==> config.mk <==
export PLATFORM = sky130hd
export DESIGN_NAME = fpbc_front
export DESIGN_NICKNAME = d
export VERILOG_FILES = /design/src/hw/rtl/fpbc_pkg.sv /design/src/hw/rtl/fpbc_front.sv
export SDC_FILE = /design/constraint.sdc
export NUM_CORES = 1
export LEC_CHECK = 0
export BUFFER_PORTS_ARGS = -buffer_cell sky130_fd_sc_hd__buf_4
export CORE_MARGIN = 1
export CORE_UTILIZATION = 47
export CTS_CLUSTER_SIZE = 16
export DETAILED_ROUTE_END_ITERATION = 12
export HOLD_SLACK_MARGIN = 0.1
export PLACE_DENSITY = 0.73
export SKIP_LAST_GASP = 1
export SYNTH_ARGS = -nofsm -noshare
export SYNTH_HDL_FRONTEND = slang
export SYNTH_SLANG_ARGS = --single-unit
==> constraint.sdc <==
create_clock -name clk -period 4.9 [get_ports clk]
set_input_delay 0.245 -clock clk [delete_from_list [all_inputs] [get_ports clk]]
set_output_delay 0.245 -clock clk [all_outputs]
set_load 0.005 [all_outputs]
==> src/hw/rtl/fpbc_pkg.sv <==
// Shared types and constants for the flow packet and byte counter table.
`timescale 1ns / 1ps

package fpbc_pkg;

    localparam int TALLY_BITS  = 64;
    localparam int LEN_BITS    = 16;
    localparam int MODE_BITS   = 2;
    localparam int ENTRY_BITS  = 1 + 2 * TALLY_BITS;
    localparam int QUEUE_DEPTH = 2;

    localparam logic [MODE_BITS-1:0] MODE_COUNT  = 2'd0;
    localparam logic [MODE_BITS-1:0] MODE_ADD    = 2'd1;
    localparam logic [MODE_BITS-1:0] MODE_REMOVE = 2'd2;

    typedef enum logic [1:0] {
        OP_COUNT,
        OP_ADD,
        OP_REMOVE,
        OP_NONE
    } op_t;

    typedef enum logic [1:0] {
        ST_DONE    = 2'd0,
        ST_PRESENT = 2'd1,
        ST_ABSENT  = 2'd2
    } status_t;

    typedef enum logic [1:0] {
        BK_CLEAR,
        BK_IDLE,
        BK_APPLY
    } back_state_t;

    typedef struct packed {
        logic clearing;
    } back_status_t;

endpackage

==> src/hw/rtl/fpbc_front.sv <==
// Front end: accepts input beats, classifies the mode and queues the commands.
`timescale 1ns / 1ps

module fpbc_front
    import fpbc_pkg::*;
#(
    parameter int ID_BITS = 10
)
(
    input  logic                 clk,
    input  logic                 rst_n,
    input  logic                 in_valid,
    output logic                 in_stall,
    input  logic [MODE_BITS-1:0] mode,
    input  logic [ID_BITS-1:0]   counter_id,
    input  logic [LEN_BITS-1:0]  packet_length,
    input  back_status_t         bk_status,
    output logic                 q_valid,
    output op_t                  q_op,
    output logic [ID_BITS-1:0]   q_idx,
    output logic [LEN_BITS-1:0]  q_len,
    input  logic                 q_pop
);

    localparam int PTR_BITS = (QUEUE_DEPTH > 1) ? $clog2(QUEUE_DEPTH) : 1;
    localparam int CNT_BITS = $clog2(QUEUE_DEPTH + 1);

    op_t                 op_q_reg  [QUEUE_DEPTH];
    logic [ID_BITS-1:0]  idx_q_reg [QUEUE_DEPTH];
    logic [LEN_BITS-1:0] len_q_reg [QUEUE_DEPTH];

    logic [PTR_BITS-1:0] wr_ptr_reg, wr_ptr_next;
    logic [PTR_BITS-1:0] rd_ptr_reg, rd_ptr_next;
    logic [CNT_BITS-1:0] count_reg, count_next;

    op_t  in_op;
    logic push;
    logic pop;

    always_comb
    begin
        unique case (mode)
            MODE_COUNT:  in_op = OP_COUNT;
            MODE_ADD:    in_op = OP_ADD;
            MODE_REMOVE: in_op = OP_REMOVE;
            default:     in_op = OP_NONE;
        endcase
    end

    assign in_stall = (count_reg == CNT_BITS'(QUEUE_DEPTH)) || bk_status.clearing;
    assign push     = in_valid && !in_stall;
    assign q_valid  = (count_reg != '0);
    assign pop      = q_pop && q_valid;

    assign q_op  = op_q_reg[rd_ptr_reg];
    assign q_idx = idx_q_reg[rd_ptr_reg];
    assign q_len = len_q_reg[rd_ptr_reg];

    always_comb
    begin
        wr_ptr_next = wr_ptr_reg;
        rd_ptr_next = rd_ptr_reg;
        count_next  = count_reg;
        if (push)
        begin
            wr_ptr_next = (wr_ptr_reg == PTR_BITS'(QUEUE_DEPTH - 1)) ? '0 : wr_ptr_reg + 1'b1;
        end
        if (pop)
        begin
            rd_ptr_next = (rd_ptr_reg == PTR_BITS'(QUEUE_DEPTH - 1)) ? '0 : rd_ptr_reg + 1'b1;
        end
        if (push && !pop)
        begin
            count_next = count_reg + 1'b1;
        end
        else if (pop && !push)
        begin
            count_next = count_reg - 1'b1;
        end
    end

    always_ff @(posedge clk or negedge rst_n)
    begin
        if (!rst_n)
        begin
            wr_ptr_reg <= '0;
            rd_ptr_reg <= '0;
            count_reg  <= '0;
        end
        else
        begin
            wr_ptr_reg <= wr_ptr_next;
            rd_ptr_reg <= rd_ptr_next;
            count_reg  <= count_next;
        end
    end

    always_ff @(posedge clk)
    begin
        if (push)
        begin
            op_q_reg[wr_ptr_reg]  <= in_op;
            idx_q_reg[wr_ptr_reg] <= counter_id;
            len_q_reg[wr_ptr_reg] <= packet_length;
        end
    end

endmodule

# Word level (Yosys, flattened, before mapping)
# Memory sizes are Yosys's and may differ from the RTL's.
# Cells that the tools add are included.
# op_classes
eq_ne,3
addsub,4
mul,0
div_mod_pow,0
shifts,0
order_cmp,0
bitwise_logic,0
muxes,7
reduce_logical,11
# ops
operator,count
case mux 2 bit (3 select lines),1
"equality test 2 bit, second input constant",2
logical AND 1 bit,4
2-to-1 mux 1 bit,4
2-to-1 mux 2 bit,2
nonzero test 2 bit,2
logical NOT 1 bit,3
"adder 1 bit, second input constant",2
"adder 2 x 1 -> 2 bit, second input constant",1
"equality test 2 x 1 -> 1 bit, second input constant",1
logical NOT 2 bit,1
"subtractor 2 x 1 -> 2 bit, second input constant",1
logical OR 1 bit,1
# word_totals
wordCells,31
ram_bits,56
inputBits,33
n_memories,3
reg_bits,4
out_inout_bits,30
latchBits,0
mem_bits_ro,0
# memory_table
name,depth,word_bits,read_ports,rd_clocked_by_memory_dff,wr,line,text
len_q_reg,2,16,1,0,1,fpbc_front.sv:30,logic [LEN_BITS-1:0] len_q_reg [QUEUE_DEPTH];
idx_q_reg,2,10,1,0,1,fpbc_front.sv:29,logic [ID_BITS-1:0] idx_q_reg [QUEUE_DEPTH];
op_q_reg,2,2,1,0,1,fpbc_front.sv:28,op_t op_q_reg [QUEUE_DEPTH];

# Depth between registers and ports, before layout
# Gate-level depths: netlist of the first run.
# logic_depth
word_depth,8
mapped_depth,7
depth_no_buf,7

# Worst setup path before layout of the first run
# No wires, ideal clock.
# synth_timing
path_kind,reg-to-reg
start,register count_reg[0]
end,"memory idx_q_reg[0][0], enable pin"
stages_incl_launch_ff,4
setup_time_ns,0.413
synth_period_minus_slack_ns,2.259
path_buffers,0
slack_ns,2.641
required_time_ns,4.487
arrival_time_ns,1.846
path_cell_list,dfrtp_1 > nand2b_1 > nand3b_1 > nor2_1
# synth_between
elab_chain_len,6
# synth_lines
element,line,text
"start, declared",fpbc_front.sv:34,"logic [CNT_BITS-1:0] count_reg, count_next;"
"start signal, assigned",fpbc_front.sv:94,count_reg <= count_next;
equality test 2 bit,fpbc_front.sv:50,assign in_stall = (count_reg == CNT_BITS'(QUEUE_DEPTH)) || bk_status.clearing;
logical OR 1 bit,fpbc_front.sv:50,
logical NOT 1 bit,fpbc_front.sv:51,assign push = in_valid && !in_stall;
logical AND 1 bit,fpbc_front.sv:51,
2-to-1 mux 1 bit,fpbc_front.sv:100,if (push)
2-to-1 mux 1 bit (not written as such),fpbc_front.sv:103,idx_q_reg[wr_ptr_reg] <= counter_id;
"end, declared",fpbc_front.sv:29,
# Every way passes these cells.

# Worst setup path in the final report of the first run
# layout_timing
start,register rd_ptr_reg
end,output q_idx[7]
# layout_between
elab_chain_len,1
# layout_lines
element,line,text
"start, declared",fpbc_front.sv:33,"logic [PTR_BITS-1:0] rd_ptr_reg, rd_ptr_next;"
"start signal, assigned",fpbc_front.sv:93,rd_ptr_reg <= rd_ptr_next;
memory read (2 x 10 bit),n/a,
"end, declared",fpbc_front.sv:20,"output logic [ID_BITS-1:0] q_idx,"
# Every way passes these cells.

==> flow_summary_export.csv, run 1 <==
group,metric,value,unit
status,status,"completed",
yosys,synth_cell_types,18,
drt,wl_per_cell,15.2,µm
worst_setup_path,rrSetupSlack,3.13,ns
worst_setup_path,cp.arrival,1.77,ns
floorplan,fp.dieH,71.6,µm
final_layout,insertedDiodeCount,0,
final_layout,fin_nets,242,
clock_network,clock_path_buffers,2,
final_layout,drive_gt1_frac,0.495,
sta,hold_violations,0,
worst_setup_path,crit_required,4.66,ns
power,p_clk_frac,0.229,
power,p_comb_frac,0.312,
final_layout,area_growth,41.8,%
global_route,antenna_found_initial,0,
worst_setup_path,cp_common_cell,"buf_4",
sta,holdWs,0.233,ns
clock_network,clock_latency,0.32,ns
global_route,track_usage,0.174,
yosys,synth_nets,142,
global_route,grt_max_degree,25,
sta,fin_skew,0.00372,ns
floorplan,core,4500,µm²
floorplan,io_pins,63,
worst_setup_path,path_cells,"buf_4 > mux2_2 > buf_4",
floorplan,rows,24,
drt,drc,0,
clock_network,cts-root-buf,"clkbuf_8",
clock_network,cts_setup_buffers,0,
drt,drt_iter0_markers,103,
floorplan,fp.dieArea,5130,µm²
sta,slew_headroom,0.750,
power,seq_power_share,0.459,
yosys,yosysSeqAreaShare,0.782,
sta,fin_tns_setup,0,ns
place,dpl.hpwl,2.51,mm
worst_setup_path,slowest_stage,"dfrtp_1",
clock_network,clkSlewWorstSetupHoldPaths,0.06,ns
global_route,grt_overflow_total,0,
yosys,syn-mean-instance-area,21.1,µm²
drt,firstDrtPassIters,6,
clock_network,htree_levels,3,
worst_hold_path,hold_class,"input port to flop",
sta,rsz0062_at_grt,"no",
drt,postRouteAntennaNets,0,
power,power.total,1.48,mW
clock_network,cts_tree,"done",
worst_setup_path,endpoint_kind,"output port",
final_layout,largest_reg_flops,32,
yosys,synth-seq-cells,60,
sta,period_needed,2.01,ns
sta,worst_pin_slew,0.375,ns
power,ir_worst_vdd,0.000265,V
floorplan,initial_core_util,0.506,
power,p_per_area,458,nW/µm²
place,gp_congestion,0.623,
worst_setup_path,crit_path_start_kind,"flop",
worst_setup_path,worstPathMaxFanout,24,
power,switching_share,0.256,
sta,drv_slew,0,
yosys,synth_area,2280,µm²
drt,routed_wl,4.01,mm
yosys,syn_inst,108,
power,power.leakage,1.28,nW
sta,fmax,0.497,GHz
worst_setup_path,max_stage_delay,0.49,ns
power,p_switching,0.379,mW
sta,setup_viol,0,
drt,route.vias.total,1286,
power,p_int,1.10,mW
floorplan,die_w,71.6,µm
global_route,grt_pass1_vias,1396,
global_route,grt_pass1_wl,6.35,mm
drt,drt-vias-per-instance,4.87,
clock_network,numCtsBuffers,9,
clock_network,cts_sinks,60,
place,port_buffers,62,
final_layout,fillers,303,
yosys,ys_warn_count,0,
job,maxCapViolCount,0,
worst_setup_path,path_class,"flop to output port",
sta,min_period_over_period,0.411,
cell usage in the layout (no fill, tap or decap):
master / count
dfrtp_1: 4
nand2_1: 1
mux2_2: 18
nor2_2: 1
inv_1: 1
clkbuf_1: 2
edfxtp_1: 56
ha_1: 1
clkinv_2: 2
clkinv_1: 2
dlygate4sd3_1: 29
and2_1: 1
xor2_1: 2
nand2b_1: 2
clkbuf_8: 9
or2_1: 1
xnor2_1: 3
mux2_4: 10
buf_4: 65
nor2_1: 1
nand3b_1: 1
routing by layer:
metal,up-vias,part of all wire,GRT usage
met5,-,0,0
met4,0,0.011,0.0741
met3,4,0.062,0.0844
met2,55,0.52,0.286
met1,620,0.41,0.195
li1,607,-,-
power by group through the flow:
stage | combinational (mW) | sequential (mW) | clock [mW]
5_1_grt | 0.498 | 0.686 | 0.377
4_1_cts | 0.468 | 0.680 | 0.355
6_report | 0.462 | 0.680 | 0.339
3_5_place_dp | 0.449 | 0.689 | 0
3_3_place_gp | 0.442 | 0.686 | 0
2_1_floorplan | 0.278 | 0.676 | 0
worst max-delay path, delay by kind of cell, from the launching register on:
kind	cells	cell delay [ns]
buffers and inverters	2	0.54
multiplexers	1	0.40
flip-flops	1	0.49
cells in the mapped netlist:
master / n / share of area
and2_1: 1 / 0.0027
buf_4: 1 / 0.0033
buf_6: 1 / 0.0049
buf_8: 1 / 0.0066
clkbuf_1: 2 / 0.0033
dfrtp_1: 4 / 0.044
edfxtp_1: 56 / 0.74
ha_1: 1 / 0.0055
inv_1: 1 / 0.0016
mux2_2: 18 / 0.089
mux2_4: 10 / 0.066
nand2_1: 1 / 0.0016
nand2b_1: 2 / 0.0055
nand3b_1: 1 / 0.0033
nor2_1: 2 / 0.0033
or2_1: 1 / 0.0027
xnor2_1: 3 / 0.012
xor2_1: 2 / 0.0077
worst paths after layout:
kind                              start         endpoint  cells after the start
hold / removal                    q_pop       rd_ptr_reg                      3
setup / recovery             rd_ptr_reg         q_idx[7]                      3
setup reg to reg           count_reg[0]  len_q_reg[1][6]                      5
hold reg to reg            count_reg[1]     count_reg[1]                      1
min in group asynchronous         rst_n     count_reg[0]                      2
max in group asynchronous         rst_n       rd_ptr_reg                      2
logic make-up (layout without fill, tap and decap cells):
family | after synthesis | count (layout) | synth area share
buffers and inverters | 6 | 110 | 0.0198
xor gates and xnor gates | 5 | 5 | 0.0192
adders and majority gates | 1 | 1 | 0.00549
and+or+nand+nor | 8 | 8 | 0.0192
muxes | 28 | 28 | 0.155
DFF | 60 | 60 | 0.782
stage by stage:
stage                     utilization  cell area (µm²)  worst slack (ns)  instances
after floorplan                     -             2280              2.64        108
after CTS                       0.718             3230              2.86        264
after detailed placement        0.620             2790              3.13        220
after global routing            0.718             3230              2.81        264
final                           0.718             3230              2.89        264
after global placement          0.620             2790              3.22        220
what timing repair did:
action	CTS	global route
resized for setup	0	0
setup endpoints to repair	0	0
hold endpoints to repair	60	0
hold buffers	29	0
final cells by class:
class                   count  area, µm²  area share
clock buffers              11        131      0.0406
clock inverters             4       17.5     0.00542
inverters                   1       3.75     0.00116
multi-input cells          42        455       0.141
flip-flops and latches     60       1780       0.551
well taps                  52       65.1      0.0201
repair buffers             94        778       0.241
(Power assumes the default switching activity.)
==> run 2: changes to the inputs <==
--- a/config.mk
+++ b/config.mk
@@ -7,11 +7,11 @@
 export LEC_CHECK = 0
 export BUFFER_PORTS_ARGS = -buffer_cell sky130_fd_sc_hd__buf_4
 export CORE_MARGIN = 1
-export CORE_UTILIZATION = 47
+export CORE_UTILIZATION = 46
 export CTS_CLUSTER_SIZE = 16
 export DETAILED_ROUTE_END_ITERATION = 12
 export HOLD_SLACK_MARGIN = 0.1
-export PLACE_DENSITY = 0.73
+export PLACE_DENSITY = 0.74
 export SKIP_LAST_GASP = 1
 export SYNTH_ARGS = -nofsm -noshare
 export SYNTH_HDL_FRONTEND = slang
==> constraint.sdc (replaced) <==
create_clock -name clk -period 1.8 [get_ports clk]
set_input_delay 0.09 -clock clk [delete_from_list [all_inputs] [get_ports clk]]
set_output_delay 0.09 -clock clk [all_outputs]
set_load 0.005 [all_outputs]
==> run 2 against run 1 <==
- design area grew 2.1%
- global-route usage shrank 0.73 points
- cell count grew 6.8%
- hold slack lost 0.030 ns
- sequential share of layout area shrank 1.1 points
- sequential power grew to 2.7 times the previous value
- flip-flop and latch count is the same
- clock skew is essentially flat
- utilization shrank 2.4 points
- routed wire length grew 0.90%
- die area grew 2.1%
==> flow_summary_export.csv, run 2 (synthesized netlist as in run 1, its figures left out) <==
group,metric,value,unit
global_route,met1_usage,0.193,
power,power.leakage,1.30,nW
floorplan,core,4750,µm²
final_layout,drive_gt1_frac,0.502,
place,place_worst_setup_slack,0.0545,ns
place,port_buffers,62,
final_layout,area_growth,44.8,%
worst_setup_path,crit_path_start_kind,"flop",
clock_network,cts-root-buf,"clkbuf_8",
worst_setup_path,endpoint_kind,"output port",
sta,slew_headroom,0.752,
drt,firstDrtPassIters,4,
worst_hold_path,hold_path_end,"wr_ptr_reg",
sta,fmax,0.583,GHz
power,ir_worst_vdd,0.00103,V
drt,route.vias.total,1282,
drt,postRouteAntennaNets,0,
worst_setup_path,reg2reg_to,"op_q_reg[0][1]",
floorplan,io_pins,63,
worst_setup_path,worst-r2r-cell-count,5,
worst_setup_path,max_stage_delay,0.55,ns
worst_setup_path,slowest_stage,"dfrtp_1",
job,maxCapViolCount,0,
clock_network,htree_levels,3,
clock_network,clock_latency,0.32,ns
worst_setup_path,cp.arrival,1.63,ns
worst_setup_path,crit_required,1.71,ns
final_layout,final_cell_mix,"buf_4 (65), edfxtp_1 (56), dlygate4sd3_1 (31)",
worst_setup_path,path_class,"flop to output port",
final_layout,finish.instance_area,3300,µm²
place,dp_cells,236,
worst_hold_path,hold_start,"bk_status",
power,p_per_area,1240,nW/µm²
final_layout,fin_nets,245,
place,post_dp_cell_area,2840,µm²
global_route,busiest_layer,"met2",
status,status,"completed",
sta,min_period_over_period,0.954,
sta,period_needed,1.72,ns
sta,setup_viol,0,
worst_setup_path,path_buf_inv,2,
floorplan,fp.dieArea,5240,µm²
final_layout,instances_no_fill,282,
sta,rsz0062_at_grt,"no",
global_route,track_usage,0.167,
drt,drc,0,
global_route,met3_usage,0.0556,
worst_setup_path,rrSetupSlack,0.28,ns
sta,worst_pin_slew,0.372,ns
floorplan,initial_core_util,0.479,
drt,routed_wl,4.04,mm
final_layout,final_common_cell,"buf_4",
worst_hold_path,hold_depth,4,
global_route,grt_overflow_total,0,
clock_network,clock_path_buffers,2,
final_layout,final_util,0.694,
final_layout,largest_reg_flops,32,
global_route,grtUsageMet2,0.272,
floorplan,fp.dieH,72.4,µm
worst_setup_path,r2r-start,"count_reg[0]",
drt,drt_iter0_markers,48,
sta,fin_tns_setup,0,ns
worst_hold_path,hold_class,"input port to flop",
clock_network,clkSlewWorstSetupHoldPaths,0.06,ns
final_layout,fillers,332,
sta,fin_skew,0.00417,ns
floorplan,die_w,72.4,µm
drt,drt-vias-per-instance,4.55,
worst_setup_path,path_cells,"buf_12 > mux2_2 > buf_4",
sta,hold_violations,0,
final_layout,insertedDiodeCount,0,
clock_network,cts_tree,"done",
clock_network,numCtsBuffers,9,
worst_setup_path,crit_family,"flip-flops",
clock_network,cts_sinks,60,
place,gp_congestion,0.673,
floorplan,rows,25,
worst_setup_path,worstPathMaxFanout,23,
place,dpl.hpwl,2.57,mm
sta,fin_ws,0.0833,ns
drt,wl_per_cell,14.3,µm
global_route,grt_pass1_wl,6.12,mm
global_route,antenna_found_initial,0,
sta,drv_slew,0,
global_route,grt_max_degree,29,
global_route,grt_pass1_vias,1340,
==> run 2: cell count changes in the layout (fill, tap and decap cells not counted), sizes merged <==
cell	delta
buf	+1
clkbuf	+1
clkinv	-1
dlygate4sd3	+2
==> run 2: where the power goes <==
part | internal [mW] | switching [mW]
sequential | 1.75 | 0.107
combinational | 0.807 | 0.495
clock | 0.485 | 0.457
total | 3.05 | 1.06
==> run 2: area by class of cell <==
cell class / instances / area [µm²] / area share
multi-input cells: 42 / 463 / 0.140
flip-flops and latches: 60 / 1780 / 0.540
clock buffers: 12 / 135 / 0.0409
repair buffers: 97 / 818 / 0.248
clock inverters: 3 / 15.0 / 0.00455
well taps: 67 / 83.8 / 0.0254
inverters: 1 / 3.75 / 0.00114
==> run 2: worst register-to-register path, cell delays in order, from the launching register on <==
cell	delay (ns)
dfrtp_1	0.40
nand2b_1	0.16
nand3b_1	0.12
buf_4	0.17
nor2_4	0.07
buf_4	0.28
==> run 2: metrics by stage <==
step	hold WS, ns	power [mW]
2_1_floorplan	-0.206	2.61
6_report	0.204	4.11
5_1_grt	0.217	4.30
4_1_cts	0.198	4.15
3_5_place_dp	-0.108	3.15
3_3_place_gp	-0.112	3.11
==> run 2: worst max-delay path by stage <==
stage / start / end / slack, ns / cells past startpoint
CTS: count_reg[0] / len_q_reg[1][11] / 0.04 / 4
detailed placement: count_reg[0] / len_q_reg[1][15] / 0.05 / 4
global placement: count_reg[0] / idx_q_reg[1][4] / 0.16 / 4
global route: rd_ptr_reg / q_idx[9] / 0.007 / 3
floorplan: count_reg[0] / idx_q_reg[1][0] / 0.21 / 4
finish: rd_ptr_reg / q_idx[6] / 0.08 / 3
==> run 2: per-layer routing <==
metal / vias up / part of all wire
met1: 607 / 0.42
li1: 621 / -
met2: 46 / 0.52
met5: - / 0
met4: 0 / 0.017
met3: 8 / 0.048
==> run 2: timing repair <==
action / CTS / global route
buffers inserted: 0 / 0
hold buffers: 31 / 0
setup endpoints to repair: 0 / 28
hold endpoints to repair: 61 / 0
resized for setup: 0 / 1
